## src/rtl/core/assert_macros.svh

```systemverilog
// assertion macros shared by the bias calibration rtl
// no dependencies; included by the modules that carry assertions
`ifndef ASSERT_MACROS_SVH
`define ASSERT_MACROS_SVH

`ifndef SYNTHESIS

`define IBC_ASSERT(label, clk, rst_n, prop) \
  label: assert property (@(posedge clk) disable iff (!rst_n) prop) \
    else $error("assertion failed");

`define IBC_ASSERT_NEVER(label, clk, rst_n, cond) \
  label: assert property (@(posedge clk) disable iff (!rst_n) !(cond)) \
    else $error("forbidden condition seen");

`else

`define IBC_ASSERT(label, clk, rst_n, prop)

`define IBC_ASSERT_NEVER(label, clk, rst_n, cond)

`endif

`endif

```

## src/rtl/core/ibc_pkg.sv

```systemverilog
// types, constants and arithmetic helpers for the imu bias calibration unit
// no dependencies; imported by every rtl module of the block
`default_nettype none

package ibc_pkg;

  localparam int SAMPLE_W = 24;
  localparam int CHANGE_W = 26;
  localparam int CNT_W    = 6;
  localparam int AXES     = 3;

  typedef logic signed [SAMPLE_W-1:0] sample_t;
  typedef logic signed [SAMPLE_W:0]   wide_t;
  typedef logic        [SAMPLE_W-1:0] mag_t;
  typedef logic        [CHANGE_W-1:0] change_t;
  typedef logic        [CNT_W-1:0]    cnt_t;

  localparam cnt_t SMOOTH_COUNT = 6'd50;
  localparam cnt_t WARMUP_COUNT = 6'd25;

  localparam sample_t SAMPLE_MAX = {1'b0, {(SAMPLE_W-1){1'b1}}};
  localparam sample_t SAMPLE_MIN = {1'b1, {(SAMPLE_W-1){1'b0}}};

  // 500.0 and 9.805 in q11.12
  localparam sample_t PRESET_Q  = 24'sd2048000;
  localparam sample_t GRAVITY_Q = 24'sd40161;

  // smoothing gains: 0.9 and 0.1 in q0.15, half lsb rounding
  localparam int KEEP_GAIN  = 29491;
  localparam int NEW_GAIN   = 3277;
  localparam int ROUND_BIAS = 16384;
  localparam int GAIN_SHIFT = 15;
  localparam int PROD_W     = SAMPLE_W + 18;

  typedef logic signed [PROD_W-1:0] prod_t;

  // item opcode
  typedef enum logic {
    OP_SAMPLE = 1'b0,
    OP_START  = 1'b1
  } op_e;

  // limit register indexes
  typedef enum logic [1:0] {
    CFG_GYRO_CHANGE  = 2'd0,
    CFG_GYRO_OFFSET  = 2'd1,
    CFG_ACCEL_CHANGE = 2'd2,
    CFG_ACCEL_OFFSET = 2'd3
  } cfg_idx_e;

  typedef struct packed {
    logic run;
    logic seed;
    logic filt;
    logic sel_accel;
    logic grav;
    logic diff;
    logic preset_gyro;
    logic preset_accel;
  } lane_ctrl_t;

  typedef struct packed {
    logic [1:0]                phase;
    sample_t [AXES-1:0]        gyro;
    sample_t [AXES-1:0]        accel;
    sample_t [AXES-1:0]        smooth;
  } result_t;

  function automatic sample_t ibc_sat(wide_t v);
    sample_t r;
    if (v[SAMPLE_W] != v[SAMPLE_W-1]) begin
      r = v[SAMPLE_W] ? SAMPLE_MIN : SAMPLE_MAX;
    end else begin
      r = v[SAMPLE_W-1:0];
    end
    return r;
  endfunction

  // cal*0.9 + x*0.1, rounded; the result stays inside the sample range
  function automatic sample_t ibc_smooth(sample_t cal, sample_t x);
    prod_t p_keep;
    prod_t p_new;
    prod_t acc;
    p_keep = PROD_W'(cal) * PROD_W'(KEEP_GAIN);
    p_new  = PROD_W'(x) * PROD_W'(NEW_GAIN);
    acc    = p_keep + p_new + PROD_W'(ROUND_BIAS);
    return SAMPLE_W'(acc >>> GAIN_SHIFT);
  endfunction

endpackage

`default_nettype wire

```

## src/rtl/core/ibc_lane.sv

```systemverilog
// one axis lane: gyro and accel offsets, smoothing filter, correction
// and round change for a single axis; uses ibc_pkg
`default_nettype none

module ibc_lane
  import ibc_pkg::*;
(
  input  logic       clk_i,
  input  logic       rst_ni,
  input  lane_ctrl_t ctrl_i,
  input  sample_t    gyro_i,
  input  sample_t    accel_i,
  output sample_t    corr_gyro_o,
  output sample_t    corr_accel_o,
  output sample_t    smooth_o,
  output sample_t    offset_o,
  output mag_t       abs_diff_o
);

  sample_t gyro_off_q, gyro_off_d;
  sample_t accel_off_q, accel_off_d;
  sample_t start_q, start_d;
  sample_t filt_q, filt_d;
  mag_t    absd_q, absd_d;

  sample_t act_off;
  sample_t act_x;
  sample_t smooth_val;
  sample_t grav_val;
  sample_t corr_gyro;
  sample_t corr_accel;
  wide_t   diff;
  wide_t   avg_sum;

  assign act_off    = ctrl_i.sel_accel ? accel_off_q : gyro_off_q;
  assign act_x      = ctrl_i.sel_accel ? accel_i : gyro_i;
  assign smooth_val = ibc_smooth(act_off, act_x);
  assign grav_val   = ibc_sat(wide_t'(accel_off_q) + wide_t'(GRAVITY_Q));

  assign corr_gyro  = ibc_sat(wide_t'(gyro_i) - wide_t'(gyro_off_q));
  assign corr_accel = ibc_sat(wide_t'(accel_i) - wide_t'(accel_off_q));
  assign avg_sum    = wide_t'(filt_q) + wide_t'(corr_accel);

  assign diff   = wide_t'(start_q) - wide_t'(act_off);
  assign absd_d = ctrl_i.diff ? (diff[SAMPLE_W] ? SAMPLE_W'(-diff) : SAMPLE_W'(diff)) : absd_q;

  always_comb begin
    gyro_off_d = gyro_off_q;
    priority if (ctrl_i.preset_gyro) begin
      gyro_off_d = PRESET_Q;
    end else if (ctrl_i.seed && !ctrl_i.sel_accel) begin
      gyro_off_d = gyro_i;
    end else if (ctrl_i.filt && !ctrl_i.sel_accel) begin
      gyro_off_d = smooth_val;
    end else begin
      gyro_off_d = gyro_off_q;
    end
  end

  always_comb begin
    accel_off_d = accel_off_q;
    priority if (ctrl_i.preset_accel) begin
      accel_off_d = PRESET_Q;
    end else if (ctrl_i.seed && ctrl_i.sel_accel) begin
      accel_off_d = accel_i;
    end else if (ctrl_i.filt && ctrl_i.sel_accel) begin
      accel_off_d = smooth_val;
    end else if (ctrl_i.grav) begin
      accel_off_d = grav_val;
    end else begin
      accel_off_d = accel_off_q;
    end
  end

  assign start_d = ctrl_i.seed ? act_off : start_q;
  // two-point average, arithmetic shift by one
  assign filt_d  = ctrl_i.run ? avg_sum[SAMPLE_W:1] : filt_q;

  always_ff @(posedge clk_i or negedge rst_ni) begin
    if (!rst_ni) begin
      gyro_off_q  <= '0;
      accel_off_q <= '0;
      start_q     <= '0;
      filt_q      <= '0;
      absd_q      <= '0;
    end else begin
      gyro_off_q  <= gyro_off_d;
      accel_off_q <= accel_off_d;
      start_q     <= start_d;
      filt_q      <= filt_d;
      absd_q      <= absd_d;
    end
  end

  assign corr_gyro_o  = ctrl_i.run ? corr_gyro : '0;
  assign corr_accel_o = ctrl_i.run ? corr_accel : '0;
  assign smooth_o     = filt_d;
  assign offset_o     = act_off;
  assign abs_diff_o   = absd_q;

endmodule

`default_nettype wire

```

## config.mk

```make
export PLATFORM = sky130hd
export DESIGN_NAME = ibc_lane
export DESIGN_NICKNAME = d
export VERILOG_FILES = /design/src/rtl/core/assert_macros.svh /design/src/rtl/core/ibc_pkg.sv /design/src/rtl/core/ibc_lane.sv
export SDC_FILE = /design/constraint.sdc
export NUM_CORES = 2
export LEC_CHECK = 0
export BUFFER_PORTS_ARGS = -buffer_cell sky130_fd_sc_hd__buf_2
export CORE_MARGIN = 3
export CORE_UTILIZATION = 57
export DETAILED_ROUTE_END_ITERATION = 10
export PLACE_DENSITY_LB_ADDON = 0.15
export RECOVER_POWER = 25
export SYNTH_ARGS = -nofsm -noshare
export SYNTH_HDL_FRONTEND = slang
export SYNTH_SLANG_ARGS = --single-unit
```

## constraint.sdc

```tcl
create_clock -name clk_i -period 11.6 [get_ports clk_i]
set_clock_uncertainty 0.2 [all_clocks]
set_input_delay 2.32 -clock clk_i [delete_from_list [all_inputs] [get_ports clk_i]]
set_output_delay 2.32 -clock clk_i [all_outputs]
set_load 0.005 [all_outputs]
```

==> results.cfg <==
[yosys]
synth_cell_type_count = 82
synth_xor_xnor_area_share_pct = 5.49
synth_top_area_cell = fa_1
ys_seq_elements = 120
syn_nets = 3505
yosysSeqAreaShare_pct = 12.2
synth-adder-area-share_pct = 45.0
synthCells = 2775
synth_top_family_by_area = adder cells
synthArstFlopShare_pct = 100
synth_top_area_share_pct = 28.6
ys.flop_type = dfrtp_1
yosysWarnings = 0
netlist_top_cells_area = fa_1 29%, ha_1 16%, dfrtp_1 12%
synth_edf_count = 0
synth-compound-area-share_pct = 14.5
avgSynthCellArea_um2 = 8.86
yosysMostFrequentCell = inv_1
syn_area_um2 = 24600
synth_commonest_cells = 679 x inv_1, 351 x fa_1, 321 x ha_1, 217 x a21oi_1, 143 x nand2_1
yosys-mux-area-fraction_pct = 2.51
synth_simple_gate_area_share_pct = 8.95

[setup_path]
worstPathMaxFanout = 14
startpoint = accel_i[0]
worst-path-stages = 27
endpoint_kind = primary output
arrival_ns = 8.47
crit_type = input port to primary output
start_kind = input port
critPathRequiredTime_ns = 9.08
cp_slowest_cell = fa_1
crit_buf_inv = 5
crit_family = compound AO/OA/AOI/OAI gates
cp_slowest_stage_delay_ns = 0.43
ff2ff_path_depth = 26
rr_startpoint = accel_off_q[1]
cp_common_cell = a21oi_1

[floorplan]
die_y_um = 214
die_x_um = 214
start_util_pct = 58.1
core_area_um2 = 42300
rows = 75
dieArea_um2 = 45700
num_io_pins = 178

[placement]
placed_area_um2 = 26300
hpwlAfterDp_um = 67600
gp_congestion = 1.00
port-buffer-count = 177
placedCellCount = 3501

[routing]
num_vias = 20400
wl_per_cell_um = 22.2
ant_nets = 0
drc = 0
first_pass_iters = 8
wirelength_um = 78600
via_per_inst = 5.76
drtIter0Drc = 1858

[global_routing]
grt_max_degree = 62
track_usage_pct = 35.4
grt_overflow = 0
grt_first_pass_wirelength_um = 121000
antenna_found_initial = 2
grt_pass1_vias = 20600

[cells_and_area]
fillers = 3746
ff_latch_area_um2 = 3000
drive_gt1_share_pct = 9.61
layout.cells.non_filler = 3535
nets = 3673
multiInputGateArea_um2 = 18800
fin_area_um2 = 26900
area_growth_pct = 9.22

[clock_tree]
clockBufferDepth = 2
root_buffer = clkbuf_16
htreeDepth = 4
cts_hold_buffers = 0
clk_latency_ns = 0.45
cts_tree = built
cts_made_buffers = 17
ctsResizeCount = 0
clock_sinks = 120
cts.clk_slew.worst_paths_ns = 0.06
post-cts-setup-buffer-count = 0

[sta]
rsz0062_at_grt = no
tightestPinTransition_ns = 3.34
slew_headroom_pct = -123
finalSetupTns_ns = 0
finalSetupViolCount = 0
finalHoldViolations = 0
fmax_mhz = 91.0
timing.final.crit_share_pct = 94.7
slew_viol_final = 61
period_minus_slack_ns = 10.99

[worst_hold_path]
hold_start = abs_diff_o[0]
hold_class = flop to flop
min_path_cells = 2

[outcome]
status = complete, but fails checks
violations = max-capacitance violations, max-slew violations

[job]
cap_violations = 1
cells by family after synthesis:
| kind of cell | Yosys count |
|---|---|
| flops | 120 |
| simple gates | 466 |
| fa+ha+maj | 673 |
| buf+inv | 746 |
| compound gates | 558 |
| mux | 58 |
| xor+xnor | 154 |
placed cells by master, fill, tap and decap left out, drive strengths merged, types with 9 or more instances in the layout:
cell	n
a211oi	25
a21o	39
a21oi	220
a221oi	17
a31oi	21
and2	32
and3	9
buf	191
clkbuf	43
dfrtp	120
fa	351
ha	321
inv	683
mux2	26
mux2i	32
nand2	143
nand2b	23
nand3	26
nor2	136
nor2b	13
nor3	42
o211ai	15
o21a	23
o21ai	90
o21bai	22
or2	10
xnor2	112
xor2	42
registers in the layout, indices dropped and copies added (netlist names):
signal and cells:
abs_diff_o 24, start_q 24, accel_off_q 24, gyro_off_q 24, filt_q 24
tightest hold or removal path: stages (launching register included):
cell	delay, ns
dfrtp_1	0.34
nand2_1	0.05
o21ai_0	0.05
routing by layer:
metal  track usage [%]  vias up  part of all wire [%]
met5                 0        -                 0.051
met4              9.62        2                   3.0
met3              6.34      141                   7.4
met2              56.6      766                    46
met1              50.0    10200                    43
li1                  -     9303                     -
through the flow:
stage | setup slack [ns] | utilization, % | hold WS (ns)
6_report | 0.614 | 63.4 | 0.283
5_1_grt | 0.335 | 63.4 | 0.318
4_1_cts | 0.822 | 63.5 | 0.289
3_5_place_dp | 0.434 | 62.1 | 0.275
3_3_place_gp | 0.405 | 62.1 | 0.262
2_1_floorplan | 0.296 | - | 0.259
area by class of cell:
class	count	area share, %
timing repair buffer	216	4.24
clock buffer	18	1.60
antenna	2	0.0186
clock inverter	14	0.732
multi-input combinational	1909	70.1
inverter	679	9.49
sequential	120	11.2
tap	577	2.69
path summary, 6_finish.rpt:
kind / slack [ns] / end
min in group asynchronous: 2.79 / abs_diff_o[1]
max: 0.61 / smooth_o[23]
max reg2reg: 3.06 / gyro_off_q[7]
min: 0.28 / abs_diff_o[0]
min reg2reg: 0.28 / abs_diff_o[0]
max in group asynchronous: 6.14 / filt_q[22]
Power is not shown: default switching activity piles up to over one toggle a cycle in this logic, so the estimate is an artifact.
