==> src/rtl/core/assert_macros.svh <==
// assertion macros shared by the bias calibration rtl
// no dependencies; included by the modules that carry assertions
`ifndef ASSERT_MACROS_SVH
`define ASSERT_MACROS_SVH

`ifndef SYNTHESIS

`define IBC_ASSERT(label, clk, rst_n, prop) \
  label: assert property (@(posedge clk) disable iff (!rst_n) prop) \
    else $error("assertion failed");

`define IBC_ASSERT_NEVER(label, clk, rst_n, cond) \
  label: assert property (@(posedge clk) disable iff (!rst_n) !(cond)) \
    else $error("forbidden condition seen");

`else

`define IBC_ASSERT(label, clk, rst_n, prop)

`define IBC_ASSERT_NEVER(label, clk, rst_n, cond)

`endif

`endif

==> src/rtl/core/ibc_pkg.sv <==
// types, constants and arithmetic helpers for the imu bias calibration unit
// no dependencies; imported by every rtl module of the block
`default_nettype none

package ibc_pkg;

  localparam int SAMPLE_W = 24;
  localparam int CHANGE_W = 26;
  localparam int CNT_W    = 6;
  localparam int AXES     = 3;

  typedef logic signed [SAMPLE_W-1:0] sample_t;
  typedef logic signed [SAMPLE_W:0]   wide_t;
  typedef logic        [SAMPLE_W-1:0] mag_t;
  typedef logic        [CHANGE_W-1:0] change_t;
  typedef logic        [CNT_W-1:0]    cnt_t;

  localparam cnt_t SMOOTH_COUNT = 6'd50;
  localparam cnt_t WARMUP_COUNT = 6'd25;

  localparam sample_t SAMPLE_MAX = {1'b0, {(SAMPLE_W-1){1'b1}}};
  localparam sample_t SAMPLE_MIN = {1'b1, {(SAMPLE_W-1){1'b0}}};

  // 500.0 and 9.805 in q11.12
  localparam sample_t PRESET_Q  = 24'sd2048000;
  localparam sample_t GRAVITY_Q = 24'sd40161;

  // smoothing gains: 0.9 and 0.1 in q0.15, half lsb rounding
  localparam int KEEP_GAIN  = 29491;
  localparam int NEW_GAIN   = 3277;
  localparam int ROUND_BIAS = 16384;
  localparam int GAIN_SHIFT = 15;
  localparam int PROD_W     = SAMPLE_W + 18;

  typedef logic signed [PROD_W-1:0] prod_t;

  // item opcode
  typedef enum logic {
    OP_SAMPLE = 1'b0,
    OP_START  = 1'b1
  } op_e;

  // limit register indexes
  typedef enum logic [1:0] {
    CFG_GYRO_CHANGE  = 2'd0,
    CFG_GYRO_OFFSET  = 2'd1,
    CFG_ACCEL_CHANGE = 2'd2,
    CFG_ACCEL_OFFSET = 2'd3
  } cfg_idx_e;

  typedef struct packed {
    logic run;
    logic seed;
    logic filt;
    logic sel_accel;
    logic grav;
    logic diff;
    logic preset_gyro;
    logic preset_accel;
  } lane_ctrl_t;

  typedef struct packed {
    logic [1:0]                phase;
    sample_t [AXES-1:0]        gyro;
    sample_t [AXES-1:0]        accel;
    sample_t [AXES-1:0]        smooth;
  } result_t;

  function automatic sample_t ibc_sat(wide_t v);
    sample_t r;
    if (v[SAMPLE_W] != v[SAMPLE_W-1]) begin
      r = v[SAMPLE_W] ? SAMPLE_MIN : SAMPLE_MAX;
    end else begin
      r = v[SAMPLE_W-1:0];
    end
    return r;
  endfunction

  // cal*0.9 + x*0.1, rounded; the result stays inside the sample range
  function automatic sample_t ibc_smooth(sample_t cal, sample_t x);
    prod_t p_keep;
    prod_t p_new;
    prod_t acc;
    p_keep = PROD_W'(cal) * PROD_W'(KEEP_GAIN);
    p_new  = PROD_W'(x) * PROD_W'(NEW_GAIN);
    acc    = p_keep + p_new + PROD_W'(ROUND_BIAS);
    return SAMPLE_W'(acc >>> GAIN_SHIFT);
  endfunction

endpackage

`default_nettype wire

==> src/rtl/core/ibc_merge.sv <==
// merging stage: sums the lane offset changes and finds the largest offset,
// then checks both against the round limits; uses ibc_pkg
`default_nettype none

module ibc_merge
  import ibc_pkg::*;
(
  input  logic    clk_i,
  input  logic    capture_i,
  input  mag_t    abs_diff_i [AXES],
  input  sample_t offset_i [AXES],
  input  change_t change_lim_i,
  input  sample_t offset_lim_i,
  output logic    settled_o
);

  sample_t mx_q, mx_d;
  sample_t mx01;
  change_t change_sum;

  assign mx01 = (offset_i[1] > offset_i[0]) ? offset_i[1] : offset_i[0];
  assign mx_d = capture_i ? ((offset_i[2] > mx01) ? offset_i[2] : mx01) : mx_q;

  always_ff @(posedge clk_i) begin
    mx_q <= mx_d;
  end

  assign change_sum = CHANGE_W'(abs_diff_i[0]) + CHANGE_W'(abs_diff_i[1])
                    + CHANGE_W'(abs_diff_i[2]);

  assign settled_o = (change_sum <= change_lim_i) && (mx_q <= offset_lim_i);

endmodule

`default_nettype wire

==> config.mk <==
export PLATFORM = sky130hd
export DESIGN_NAME = ibc_merge
export DESIGN_NICKNAME = d
export VERILOG_FILES = /design/src/rtl/core/assert_macros.svh /design/src/rtl/core/ibc_pkg.sv /design/src/rtl/core/ibc_merge.sv
export SDC_FILE = /design/constraint.sdc
export NUM_CORES = 1
export LEC_CHECK = 0
export BUFFER_PORTS_ARGS = -buffer_cell sky130_fd_sc_hd__buf_2
export CORE_ASPECT_RATIO = 0.7
export CORE_UTILIZATION = 45
export CTS_CLUSTER_SIZE = 30
export DETAILED_ROUTE_END_ITERATION = 16
export PLACE_DENSITY = 0.84
export SLEW_MARGIN = 40
export SYNTH_ARGS = -nofsm -noshare
export SYNTH_HDL_FRONTEND = slang
export SYNTH_SLANG_ARGS = --single-unit
==> constraint.sdc <==
create_clock -name clk_i -period 23.1 [get_ports clk_i]
set_input_delay 6.93 -clock clk_i [delete_from_list [all_inputs] [get_ports clk_i]]
set_output_delay 6.93 -clock clk_i [all_outputs]
set_load 0.01 [all_outputs]
==> results.txt <==
----------------------------------------------------
[Clock network]
  Worst-case clock buffer depth ... 2
  Buffer count from post-CTS setup fixing ... 0
  Sink count of the clock tree ... 24
  H-tree lvl count ... 1
  Inserted Clock Buffers ... 3
  Resize count post-CTS ... 0
  Root buffer cell ... sky130_fd_sc_hd__clkbuf_16
  Cts-stage hold buffer count ... 0
  CTS clk-pin slew, worst paths ... 50 ps
  CTS tree ... yes

[Logic synthesis]
  Number of enable-type register cells in the synthesized netlist ... 24
  Count of unique library cells instantiated by Yosys ... 50
  Post-Syn Area ... 5330 µm²
  Average cell area after synthesis ... 8.89 µm²
  Async SR Flop Fraction ... 0%
  Synth Register Bits ... 24
  Sequential area share after synthesis ... 13.5%
  Number of warnings issued by yosys ... 0
  Synth Net Count ... 941
  Number of cells produced by synthesis ... 599
  Post-synth top flop ... sky130_fd_sc_hd__edfxtp_1

[Setup path]
  Worst setup path startpoint ... abs_diff_i[1]
  Critical path's slowest cell ... sky130_fd_sc_hd__fa_1
  Critical path destination ... settled_o
  Type of origin of the critical path ... input port
  Type of the worst setup path ... input port to output pin
  Required time of the critical path ... 16170 ps
  Arrival time at the worst endpoint ... 11190 ps
  Worst path cell trace ... buf_2 -> fa_1 -> ha_1 -> fa_1 -> a21o_1 -> a221oi_1 -> a31o_1 -> o21ai_1 -> a221o_1 -> a211oi_1 -> o21ai_1 -> ha_1 -> nand4_1 -> nor3_1 -> a32oi_1 -> a22oi_1 -> buf_2
  Largest fanout on the critical path ... 5
  Kind of capture point of the worst setup path ... output pin
  Delay contributed by the slowest stage of the critical path ... 480 ps

[Cells and area]
  Most used cells in the layout excluding fill and tap cells ... sky130_fd_sc_hd__buf_2 (196), sky130_fd_sc_hd__ha_1 (121), sky130_fd_sc_hd__inv_1 (107)
  Largest register FFs ... 24
  Post-Layout Inst Area ... 6550 µm²
  Largest registers ranked by flip-flop count ... mx_q (24)
  Commonest non-fill, non-tap cell in the layout ... sky130_fd_sc_hd__buf_2
  Fraction of final layout cells with drive strength greater than 1 ... 25.9%
  Reg with most FFs ... mx_q
  Total Nets Final ... 1138
  Post-synthesis to final-layout area growth ... 23.0%
  Count of antenna diodes in the layout ... 0

[Routing]
  Overall via count from detail_route ... 4966
  Antenna-violating nets left ... 0
  Total iterations of the first detailed-routing run ... 6
  Total routed wirelength ... 13.0 mm
  DRC ... 0
  Avg Vias per Cell ... 5.24
  Violation count after the first detailed-routing iteration ... 192
  Avg WL per Cell ... 13.7 µm

[Die]
  Die footprint ... 12300 µm²
  Initial Utilization ... 47.4%
  Number of top-level design ports ... 197
  Die W ... 132 µm
  Total core area ... 11300 µm²
  Die Height ... 93.0 µm
  Rows ... 32

[STA]
  Final setup viols ... 0
  Final min period ... 18120 ps
  Setup tns final ... 0 ps
  Highest Clock Rate ... 55.2 MHz
  Share of the clock period used by the worst path ... 78.5%
  Measured slew at the worst slew-check pin ... 587 ps
  Max-slew violation total from the final report ... 0
  Unrepaired setup endpoints after global routing ... no
  Max_slew headroom ... 60.7%
  Final hold violations ... 0

[Pwr]
  PwrDens ... 48.4 nW/µm²
  Leakage component of the power ... 0.00369 µW
  VDD IR-drop max ... 0.0000279 V

[Global route]
  Largest net degree at the start of global routing ... 25
  Wire length of the first global-routing pass ... 21.0 mm
  Initial antenna violation count ... 0
  Overall track demand over capacity in global routing ... 20.9%
  Number of global-route vias before repair ... 4719
  Grt total ovfl ... 0

[Worst hold path]
  Worst min-delay path class ... input port to flop

[Placement]
  Final RePlAce weighted congestion ... 0.899
  Total half-perimeter wirelength after legalization and detailed placement ... 11.8 mm
  Number of buffers inserted by port buffering ... 196
  Cell area after placement ... 6470 µm²

[Job]
  Max capacitance violation total ... 0

[Outcome]
  Outcome ... completed

----------------------------------------------------
cell usage after synthesis (2+ instances only):
master	number	share of area (%)
sky130_fd_sc_hd__a211oi_1	5	0.70
sky130_fd_sc_hd__a21o_1	24	3.4
sky130_fd_sc_hd__a21oi_1	40	3.8
sky130_fd_sc_hd__a221o_1	3	0.56
sky130_fd_sc_hd__a221oi_1	2	0.33
sky130_fd_sc_hd__a31oi_1	5	0.59
sky130_fd_sc_hd__a32oi_1	3	0.49
sky130_fd_sc_hd__and2_1	2	0.23
sky130_fd_sc_hd__and3_1	9	1.1
sky130_fd_sc_hd__and4_1	5	0.82
sky130_fd_sc_hd__buf_2	2	0.19
sky130_fd_sc_hd__buf_6	2	0.42
sky130_fd_sc_hd__clkbuf_1	2	0.14
sky130_fd_sc_hd__edfxtp_1	24	14
sky130_fd_sc_hd__fa_1	25	9.4
sky130_fd_sc_hd__ha_1	121	28
sky130_fd_sc_hd__inv_1	107	7.5
sky130_fd_sc_hd__mux2i_1	47	8.8
sky130_fd_sc_hd__nand2_1	20	1.4
sky130_fd_sc_hd__nand3_1	10	0.94
sky130_fd_sc_hd__nand4_1	20	2.3
sky130_fd_sc_hd__nand4b_1	2	0.33
sky130_fd_sc_hd__nor2_1	25	1.8
sky130_fd_sc_hd__nor2b_1	8	0.94
sky130_fd_sc_hd__nor3_1	10	0.94
sky130_fd_sc_hd__nor4_1	2	0.23
sky130_fd_sc_hd__o211ai_1	7	0.99
sky130_fd_sc_hd__o21a_1	7	0.99
sky130_fd_sc_hd__o21ai_0	15	1.4
sky130_fd_sc_hd__o21ai_1	5	0.47
sky130_fd_sc_hd__o21bai_1	4	0.56
sky130_fd_sc_hd__xnor2_1	13	2.1
sky130_fd_sc_hd__xor2_1	6	0.99
how the worst min path moves through the flow:
stage                            from                end  cells after the start
final                     offset_i[0]  mx_q[0]$_DFFE_PP_                      2
after global routing      offset_i[0]  mx_q[0]$_DFFE_PP_                      2
after CTS                 offset_i[0]  mx_q[0]$_DFFE_PP_                      2
after detailed placement  offset_i[0]  mx_q[0]$_DFFE_PP_                      2
after global placement    offset_i[0]  mx_q[0]$_DFFE_PP_                      2
after floorplan             capture_i  mx_q[0]$_DFFE_PP_                      0
cell type report:
class | count | area [µm²]
clock inverter | 1 | 3.75
fill | 1025 | 4700
sequential | 24 | 721
tap | 153 | 191
multi-input combinational | 462 | 4170
clock buffer | 3 | 75.1
inverter | 107 | 402
timing repair buffer | 198 | 996
cell families after synthesis:
family / share of synthesized area, %
AO/OA/AOI/OAI: 16.3
XOR/XNOR: 3.12
adder cells (fa/ha/maj): 37.8
buffers and inverters: 8.29
flip-flops: 13.5
multiplexers: 9.25
AND/OR/NAND/NOR: 11.7
through the flow:
step	utilization, %	instances	power (µW)	hold slack (ps)	setup slack, ps
finish	58.3	948	317	7000	4980
global route	58.3	948	349	7010	4530
CTS	58.3	948	317	6990	5010
detailed placement	57.6	944	280	7250	5040
global placement	57.6	944	274	7240	5130
floorplan	-	599	220	7040	5610
metal layers:
layer / GRT usage [%] / vias to the layer above / share of wire (%)
li1: - / 2556 / -
met1: 27.7 / 2205 / 46
met2: 35.7 / 189 / 45
met3: 3.14 / 16 / 7.9
met4: 5.33 / 0 / 1.4
met5: 0 / - / 0
worst max-delay path, delay by kind of cell:
family | cells | cell delay (ps)
AO/OA/AOI/OAI | 9 | 2210
adder cells (fa/ha/maj) | 4 | 1430
AND/OR/NAND/NOR | 2 | 320
buffers and inverters | 2 | 290
report_power, final:
part / switching [µW] / internal (µW) / leakage (µW)
Clock: 13.1 / 23.1 / 0.0000385
Combinational: 116 / 104 / 0.00341
Sequential: 2.51 / 57.5 / 0.000235
Power figures use the tool's default switching activity.
