==> src/rtl/core/assert_macros.svh <==
// assertion macros shared by the bias calibration rtl
// no dependencies; included by the modules that carry assertions
`ifndef ASSERT_MACROS_SVH
`define ASSERT_MACROS_SVH

`ifndef SYNTHESIS

`define IBC_ASSERT(label, clk, rst_n, prop) \
  label: assert property (@(posedge clk) disable iff (!rst_n) prop) \
    else $error("assertion failed");

`define IBC_ASSERT_NEVER(label, clk, rst_n, cond) \
  label: assert property (@(posedge clk) disable iff (!rst_n) !(cond)) \
    else $error("forbidden condition seen");

`else

`define IBC_ASSERT(label, clk, rst_n, prop)

`define IBC_ASSERT_NEVER(label, clk, rst_n, cond)

`endif

`endif

==> src/rtl/core/ibc_pkg.sv <==
// types, constants and arithmetic helpers for the imu bias calibration unit
// no dependencies; imported by every rtl module of the block
`default_nettype none

package ibc_pkg;

  localparam int SAMPLE_W = 24;
  localparam int CHANGE_W = 26;
  localparam int CNT_W    = 6;
  localparam int AXES     = 3;

  typedef logic signed [SAMPLE_W-1:0] sample_t;
  typedef logic signed [SAMPLE_W:0]   wide_t;
  typedef logic        [SAMPLE_W-1:0] mag_t;
  typedef logic        [CHANGE_W-1:0] change_t;
  typedef logic        [CNT_W-1:0]    cnt_t;

  localparam cnt_t SMOOTH_COUNT = 6'd50;
  localparam cnt_t WARMUP_COUNT = 6'd25;

  localparam sample_t SAMPLE_MAX = {1'b0, {(SAMPLE_W-1){1'b1}}};
  localparam sample_t SAMPLE_MIN = {1'b1, {(SAMPLE_W-1){1'b0}}};

  // 500.0 and 9.805 in q11.12
  localparam sample_t PRESET_Q  = 24'sd2048000;
  localparam sample_t GRAVITY_Q = 24'sd40161;

  // smoothing gains: 0.9 and 0.1 in q0.15, half lsb rounding
  localparam int KEEP_GAIN  = 29491;
  localparam int NEW_GAIN   = 3277;
  localparam int ROUND_BIAS = 16384;
  localparam int GAIN_SHIFT = 15;
  localparam int PROD_W     = SAMPLE_W + 18;

  typedef logic signed [PROD_W-1:0] prod_t;

  // item opcode
  typedef enum logic {
    OP_SAMPLE = 1'b0,
    OP_START  = 1'b1
  } op_e;

  // limit register indexes
  typedef enum logic [1:0] {
    CFG_GYRO_CHANGE  = 2'd0,
    CFG_GYRO_OFFSET  = 2'd1,
    CFG_ACCEL_CHANGE = 2'd2,
    CFG_ACCEL_OFFSET = 2'd3
  } cfg_idx_e;

  typedef struct packed {
    logic run;
    logic seed;
    logic filt;
    logic sel_accel;
    logic grav;
    logic diff;
    logic preset_gyro;
    logic preset_accel;
  } lane_ctrl_t;

  typedef struct packed {
    logic [1:0]                phase;
    sample_t [AXES-1:0]        gyro;
    sample_t [AXES-1:0]        accel;
    sample_t [AXES-1:0]        smooth;
  } result_t;

  function automatic sample_t ibc_sat(wide_t v);
    sample_t r;
    if (v[SAMPLE_W] != v[SAMPLE_W-1]) begin
      r = v[SAMPLE_W] ? SAMPLE_MIN : SAMPLE_MAX;
    end else begin
      r = v[SAMPLE_W-1:0];
    end
    return r;
  endfunction

  // cal*0.9 + x*0.1, rounded; the result stays inside the sample range
  function automatic sample_t ibc_smooth(sample_t cal, sample_t x);
    prod_t p_keep;
    prod_t p_new;
    prod_t acc;
    p_keep = PROD_W'(cal) * PROD_W'(KEEP_GAIN);
    p_new  = PROD_W'(x) * PROD_W'(NEW_GAIN);
    acc    = p_keep + p_new + PROD_W'(ROUND_BIAS);
    return SAMPLE_W'(acc >>> GAIN_SHIFT);
  endfunction

endpackage

`default_nettype wire

==> src/rtl/core/ibc_out_buf.sv <==
// two-entry result buffer: output register plus skid register
// uses ibc_pkg for the result type and assert_macros.svh for checks
`default_nettype none

`include "assert_macros.svh"

module ibc_out_buf
  import ibc_pkg::*;
(
  input  logic    clk_i,
  input  logic    rst_ni,
  input  logic    push_i,
  input  result_t data_i,
  input  logic    stall_i,
  output logic    valid_o,
  output logic    full_o,
  output result_t data_o
);

  logic    head_v_q, head_v_d;
  logic    skid_v_q, skid_v_d;
  result_t head_q, head_d;
  result_t skid_q, skid_d;
  logic    pop;

  assign pop = head_v_q && !stall_i;

  always_comb begin
    head_v_d = head_v_q;
    skid_v_d = skid_v_q;
    head_d   = head_q;
    skid_d   = skid_q;
    unique case ({push_i, pop})
      2'b11: begin
        if (skid_v_q) begin
          head_d = skid_q;
          skid_d = data_i;
        end else begin
          head_d = data_i;
        end
      end
      2'b10: begin
        if (!head_v_q) begin
          head_d   = data_i;
          head_v_d = 1'b1;
        end else begin
          skid_d   = data_i;
          skid_v_d = 1'b1;
        end
      end
      2'b01: begin
        if (skid_v_q) begin
          head_d   = skid_q;
          skid_v_d = 1'b0;
        end else begin
          head_v_d = 1'b0;
        end
      end
      default: begin
        head_d = head_q;
      end
    endcase
  end

  always_ff @(posedge clk_i or negedge rst_ni) begin
    if (!rst_ni) begin
      head_v_q <= 1'b0;
      skid_v_q <= 1'b0;
    end else begin
      head_v_q <= head_v_d;
      skid_v_q <= skid_v_d;
    end
  end

  always_ff @(posedge clk_i) begin
    head_q <= head_d;
    skid_q <= skid_d;
  end

  assign valid_o = head_v_q;
  assign full_o  = skid_v_q;
  assign data_o  = head_q;

  `IBC_ASSERT_NEVER(a_no_overrun, clk_i, rst_ni, push_i && skid_v_q && !pop)
  `IBC_ASSERT(a_skid_behind_head, clk_i, rst_ni, skid_v_q |-> head_v_q)

endmodule

`default_nettype wire

==> config.mk <==
export PLATFORM = sky130hd
export DESIGN_NAME = ibc_out_buf
export DESIGN_NICKNAME = d
export VERILOG_FILES = /design/src/rtl/core/ibc_pkg.sv /design/src/rtl/core/ibc_out_buf.sv
export VERILOG_INCLUDE_DIRS = /design/src /design/src/rtl/core
export SDC_FILE = /design/constraint.sdc
export NUM_CORES = 1
export LEC_CHECK = 0
export BUFFER_PORTS_ARGS = -buffer_cell sky130_fd_sc_hd__buf_2
export CORE_ASPECT_RATIO = 1.2
export CORE_MARGIN = 2
export CORE_UTILIZATION = 30
export CTS_CLUSTER_SIZE = 28
export DETAILED_ROUTE_END_ITERATION = 6
export PLACE_DENSITY = 0.58
export SYNTH_ARGS = -nofsm -noshare
export SYNTH_HDL_FRONTEND = slang
export SYNTH_SLANG_ARGS = --single-unit
==> constraint.sdc <==
create_clock -name clk_i -period 47.8 [get_ports clk_i]
set_input_delay 2.39 -clock clk_i [delete_from_list [all_inputs] [get_ports clk_i]]
set_output_delay 2.39 -clock clk_i [all_outputs]
set_load 0.03 [all_outputs]
==> metrics.yaml, run 1 <==
global_route:
  gr-usage-all-layers: 0.154
  antenna_found_initial: 18
  grt_max_degree: 199
  grt_pass1_wl_mm: 83.9
  first_global_vias: 14309
  grt_overflow: 0
cells_and_area:
  final_cell_mix: "buf_2, edfxtp_1, a22oi_1, nor2b_1"
  areaGrowthSynthToFinish_pct: 20.5
  mostFrequentLayoutCell: "buf_2"
  nNetsFinal: 2063
  drive_gt1_frac: 0.293
timing:
  worstMarginPinSlew_ns: 1.23
  max_freq_ghz: 0.176
  max_slew_margin: 0.177
  final.setup.worst_slack_ns: 42.13
  hold_viol: 0
  fin_worst_skew_ns: 0.00838
  finalCritPeriodShare: 0.119
  setup_viol: 0
  fin_crit_ns: 5.67
  grt_setup_unrepaired: "no"
  finalSetupTns_ns: 0
  slew_viol_final: 0
logic_synthesis:
  synth_simple_gate_area_share: 0.0686
  ys_ff_latch: 438
  synthesis.instances: 1474
  ys_warn_count: 0
  yosysTopAreaCell: "edfxtp_1"
  ys_types: 25
  synth_area_um2: 20000
  yosysTopAreaCellShare: 0.653
  synth_top_family_by_area: "compound AO/OA/AOI/OAI gates"
  syn-num-nets: 1701
  synthMuxAreaShare: 0.000999
  synth-xor-area-share: 0
  synthAdderAreaFrac: 0.00312
  synth_compound_area_frac: 0.223
  yosysSeqAreaShare: 0.656
  synth.area.top_cells: "edfxtp_1, a22oi_1, a211oi_1, nor2b_1, a21oi_1"
  synth.avg_cell_area_um2: 13.6
floorplanning:
  ioPinCount: 442
  die-area_um2: 68900
  die_y_um: 287
  coreArea_um2: 66000
  start_util: 0.304
  core.rowCount: 103
  die_w_um: 240
power_and_ir_drop:
  comb_power_share: 0.250
  clkPwrFrac: 0.299
  seqPwrFrac: 0.450
  p_sw_frac: 0.333
  p_per_area_nw_per_um2: 49.8
  power_leakage_nw: 8.36
  p_int_uw: 801
  switchingPower_uw: 401
  power.total_mw: 1.20
  ir_drop_mv: 0.0267
place:
  io_buffers: 441
  pre_cts_ws_ns: 41.59
  post-dp-hpwl_mm: 33.7
  gp_congestion: 0.750
worst_setup_path:
  cp_data_required_time_ns: 48.22
  startpoint_type: "input port"
  cp_max_fo: 85
  critPathCaptureType: "register"
  worstPathArrival_ns: 6.09
  criticalPathCategory: "input port to register"
drt:
  drc: 0
  vias: 14386
  ant_nets: 0
  viasPerCell: 5.19
  first_iter_violations: 915
  detail_route.wl_per_cell_um: 19.9
  dr.pass1.iters: 5
  totalWireLength_mm: 55.3
clocking:
  postCtsSetupRepairBufs: 0
  cts-buffers-inserted: 49
  cts_resized: 0
  cts_tree: "built"
  cts_root_buf: "clkbuf_16"
  cts_hold_buf: 0
  htreeDepth: 2
  cts.sinks: 438
  clock_latency_ns: 0.57
  clkTransAtPathRegs_ns: 0.06
  clk_path_buf_depth: 3
job:
  cap_violations: 0
outcome:
  outcome: "finished clean"
worst_hold_path:
  hold_path.class: "register to register"
## critical path: stages
cell      delay (ns)
buf_2           0.09
nand2b_1        0.25
inv_1           0.18
ha_4            0.91
buf_4           0.90
buf_4           0.71
a22oi_1         0.20
a21oi_1         0.22
## power groups by stage
| stage | sequential (mW) | combinational, mW | clock, mW |
|---|---|---|---|
| 5_1_grt | 0.547 | 0.326 | 0.384 |
| 3_5_place_dp | 0.549 | 0.304 | 0 |
| 4_1_cts | 0.542 | 0.304 | 0.371 |
| 2_1_floorplan | 0.650 | 0.140 | 0 |
| 6_report | 0.541 | 0.301 | 0.360 |
| 3_3_place_gp | 0.547 | 0.298 | 0 |
## registers in the layout (all words and copies together), names as in the netlist
signal and cells:
valid_o 1, skid_q 218, full_o 1, data_o 218
## path summary, 6_finish.rpt
kind,slack (ns),from,end,cells past startpoint
max reg2reg,43.57,valid_o,data_o[163],7
max,42.13,stall_i,data_o[163],8
min,0.56,skid_q[202],data_o[202],1
min reg2reg,0.56,skid_q[202],data_o[202],1
max in group asynchronous,46.07,rst_ni,full_o,1
min in group asynchronous,1.61,rst_ni,valid_o,1
## area by class of cell
cell class / instances / area [µm²]
clock buffers: 66 / 1330
well taps: 892 / 1120
fillers: 6475 / 41800
diodes: 10 / 25.0
multi-input cells: 886 / 6000
repair buffers: 457 / 2360
inverters: 4 / 15.0
flip-flops and latches: 438 / 13100
clock inverters: 20 / 160
## Yosys cell counts (all sizes together)
| cell | count |
|---|---|
| a21oi | 218 |
| buf | 88 |
| a22oi | 217 |
| a22o | 1 |
| nor2 | 1 |
| edfxtp | 436 |
| nor2b | 217 |
| a211oi | 217 |
| dfrtp | 2 |
| clkbuf | 58 |
| o21ai | 3 |
| a221oi | 1 |
| nand2b | 1 |
| mux2i | 2 |
| inv | 4 |
| nand2 | 2 |
| o22ai | 1 |
| ha | 5 |
## layer usage
metal,share of wire,global-route usage
met1,0.40,0.189
met2,0.49,0.253
met3,0.078,0.0469
met4,0.030,0.0575
met5,0.0015,0
## through the flow
stage,hold WS (ns),util,instances,instance area [µm²]
2_1_floorplan,0.518,-,1474,20000
3_3_place_gp,0.548,0.343,2677,22600
3_5_place_dp,0.554,0.343,2677,22600
4_1_cts,0.567,0.366,2763,24100
5_1_grt,0.594,0.366,2772,24200
6_report,0.556,0.366,2773,24200
## logic make-up after synthesis
kind of cell / Yosys count
mux: 2
flops: 438
compound gates: 658
simple gates: 221
buf+inv: 150
fa+ha+maj: 5
Power figures use the tool's default switching activity.
==> run 2: changes to the inputs <==
Settings changed: ABC_AREA set to 1.
Clock period 47.8 ns to 5.61 ns, I/O delays scaled along.
==> run 2 against run 1 <==
Non-clock buffer count rose by 223; register-to-register slack got worse by 41 ns; core utilization rose by 2.6 points; clock skew rose by 0.017 ns; combinational power rose to 20 times the previous value; count of clock-buffer cells in the layout fell by 7; global-route usage rose by 1.9 points; largest cell class unchanged; highest routed layer is now met4.
==> metrics.yaml, run 2 <==
logic_synthesis:
  synthAdderAreaFrac: 0.00277  # -0.000354
  yosysTopAreaCellShare: 0.579  # -0.0741
  syn-num-nets: 3017  # +77%
  synthesis.instances: 2790  # +89%
  synth_top_family_by_area: "simple AND/OR/NAND/NOR gates"
  ys_warn_count: 0  # unchanged
  synth_compound_area_frac: 0.000553  # -0.223
  synth-xor-area-share: 0  # unchanged
  synth_edf_count: 436  # unchanged
  yosys-top-cells-count: "nand2_1, inv_1, edfxtp_1, nand3_1, buf_2"
  synth.area.top_cells: "edfxtp_1, nand2_1, inv_1, nand3_1, buf_2"
  synth_area_um2: 22600  # +13%
  synth_flop_cell: "edfxtp_1"
  ys_types: 17  # -32%
  synthMuxAreaShare: 0  # -0.000999
  yosysTopAreaCell: "edfxtp_1"
  yosysSeqAreaShare: 0.581  # -0.0744
  synth.avg_cell_area_um2: 8.11  # -40%
  synth_simple_gate_area_share: 0.306  # +0.237
  ys_ff_latch: 438  # unchanged
  synthArstFlopShare: 0.00457  # unchanged
  synth_most_common_cell: "nand2_1"
drt:
  drc: 0  # unchanged
  detail_route.wl_per_cell_um: 15.4  # -23%
  vias: 19224  # +34%
  ant_nets: 0  # unchanged
  totalWireLength_mm: 68.1  # +23%
  first_iter_violations: 1372  # +50%
  dr.pass1.iters: 5  # unchanged
  viasPerCell: 4.34  # -16%
worst_setup_path:
  crit_cells: 8  # unchanged
  reg2reg_from: "valid_o"
  worstPathArrival_ns: 3.82  # -2.27 ns
  crit_path_end: "data_o[153]"
  startpoint_type: "register"
  worstReg2RegEnd: "data_o[153]"
  crit_buf_inv: 4  # unchanged
  rr_worst_depth: 8  # +1
  regToRegSetupSlack_ns: 2.24  # -41.33 ns
  startpoint: "valid_o"
  path_delay_family: "buffers and inverters"
  cp_data_required_time_ns: 6.07  # -42.15 ns
  critPathCaptureType: "register"
  crit_path_max_incr_delay_ns: 0.79  # -0.12 ns
  cp_cell_sequence: "inv_1 -> nor2_1 -> inv_1 -> ha_4 -> buf_4 -> buf_4 -> nand2_1 -> nand2_1"
  cp_slowest_cell: "buf_4"
  cp_max_fo: 77  # -9.4%
  criticalPathCategory: "register to register"
power_and_ir_drop:
  power_leakage_nw: 14.9  # +78%
  seqPwrFrac: 0.382  # -0.068
  p_int_mw: 8.62  # +980%
  switchingPower_mw: 6.38  # +1500%
  ir_drop_mv: 0.555  # +2000%
  comb_power_share: 0.398  # +0.148
  clkPwrFrac: 0.220  # -0.079
  p_per_area_nw_per_um2: 510  # +930%
  p_sw_frac: 0.425  # +0.0918
floorplanning:
  core.rowCount: 110  # +6.8%
  die-area_um2: 77600  # +13%
  die_w_um: 255  # +6.1%
  start_util: 0.302  # -0.00178
  coreArea_um2: 74900  # +13%
  ioPinCount: 442  # unchanged
  die_y_um: 305  # +6.1%
global_route:
  grt_use_met3: 0.0288  # -0.0181
  first_global_vias: 18460  # +29%
  grt_overflow: 0  # unchanged
  met1_usage: 0.226  # +0.0375
  use_met2: 0.285  # +0.0315
  grt_max_degree: 127  # -36%
  gr-usage-all-layers: 0.172  # +0.0188
  grt_pass1_wl_mm: 106  # +26%
  top_usage_layer: "met2"
  antenna_found_initial: 3  # -15
timing:
  finalCritPeriodShare: 0.600
  fin_crit_ns: 3.37
  slew_viol_final: 0  # unchanged
  fin_worst_skew_ns: 0.0254  # +0.0170 ns
  grt_setup_unrepaired: "no"
  final.setup.worst_slack_ns: 2.24  # -39.88 ns
  worstMarginPinSlew_ns: 1.04  # -0.195 ns
  max_freq_ghz: 0.297
  setup_viol: 0  # unchanged
  max_slew_margin: 0.307  # +0.130
  finalSetupTns_ns: 0  # unchanged
  hold_viol: 0  # unchanged
cells_and_area:
  utilization: 0.392  # +0.0263
  drive_gt1_frac: 0.161  # -0.133
  mostFrequentLayoutCell: "nand2_1"
  final_cell_mix: "nand2_1, buf_2, inv_1"
  nNetsFinal: 3603  # +75%
  areaGrowthSynthToFinish_pct: 29.9
  nFillCells: 7521  # +16%
job:
  cap_violations: 0  # unchanged
clocking:
  cts.sinks: 438  # unchanged
  clock_latency_ns: 0.61  # +0.04 ns
  cts-buffers-inserted: 50  # +2.0%
  clk_path_buf_depth: 3  # unchanged
  htreeDepth: 2  # unchanged
  cts_root_buf: "clkbuf_16"
  cts_tree: "built"
  clkTransAtPathRegs_ns: 0.06  # about the same
place:
  pre_cts_ws_ns: 2.25  # -39.34 ns
  gp_congestion: 0.784  # +4.6%
  io_buffers: 441  # unchanged
  post-dp-hpwl_mm: 39.2  # +16%
outcome:
  outcome: "finished clean"
worst_hold_path:
  hold_path.class: "input port to register"
run 2: cell types whose count changed after synthesis, sizes merged, moves of 2 or more:
cell    before   now
nor2         1     5
nor2b      217     0
inv          4   442
nand3        0   219
mux2i        2     0
clkbuf      58    12
a211oi     217     0
a22oi      217     0
o21ai        3     1
nand2        2  1533
a21oi      218     0
buf         88   134
run 2: layout make-up:
class                      count  area [µm²]  area share
clock buffer                  59        1310      0.0445
inverter                     442        1670      0.0569
tap                         1008        1260      0.0429
multi-input combinational   1764        7050       0.240
antenna                        3        7.51    0.000256
sequential                   438       13100       0.448
clock inverter                34         323      0.0110
timing repair buffer         680        4610       0.157
run 2: layer usage:
layer  wire length [µm]  share of wire  vias up
li1                   -              -     9689
met1              29800           0.44     8875
met2              32500           0.48      552
met3               3700          0.054      108
met4               2150          0.032        0
met5                  0              0        -
run 2: how the worst min path moves through the flow:
stage                      start       to  slack (ns)  cells past startpoint
final                     push_i   full_o        0.09                      4
after global routing      push_i   full_o        0.08                      4
after CTS                 push_i   full_o        0.03                      4
after detailed placement  rst_ni  valid_o        0.09                      1
after global placement    rst_ni  valid_o        0.08                      1
after floorplan           rst_ni   full_o       -0.02                      0
run 2: logic make-up (layout without fill, tap and decap cells):
kind of cell	after synthesis	after routing
compound gates	2	2
buf+inv	588	1215
flops	438	438
fa+ha+maj	5	5
other cells	0	3
simple gates	1757	1757
run 2: per-stage QoR:
stage	hold WS, ns	area [µm²]	instances	power (mW)
floorplan	-0.0151	22600	2790	9.90
global placement	0.0825	25500	4112	11.7
detailed placement	0.0851	25500	4112	11.7
CTS	0.0312	29400	4425	15.2
global route	0.0835	29400	4428	15.9
finish	0.0857	29400	4428	15.0
run 2: worst reg2reg max path, cell delays in order, from the launching register on:
cell,delay (ns)
dfrtp_1,0.37
inv_1,0.07
nor2_1,0.24
inv_1,0.18
ha_4,0.67
buf_4,0.51
buf_4,0.80
nand2_1,0.27
nand2_1,0.10
run 2: power groups by stage:
stage / registers [mW] / clock network [mW] / logic [mW]
floorplan: 7.19 / 0 / 2.71
global placement: 5.78 / 0 / 5.89
detailed placement: 5.77 / 0 / 5.91
CTS: 5.72 / 3.43 / 6.06
global route: 5.82 / 3.54 / 6.57
finish: 5.72 / 3.30 / 5.97
run 2: timing repair:
item | CTS | global route
endpoints found under the hold margin | 229 | 0
setup buffers | 0 | 0
resized for setup | 0 | 0
hold buffers | 220 | 0
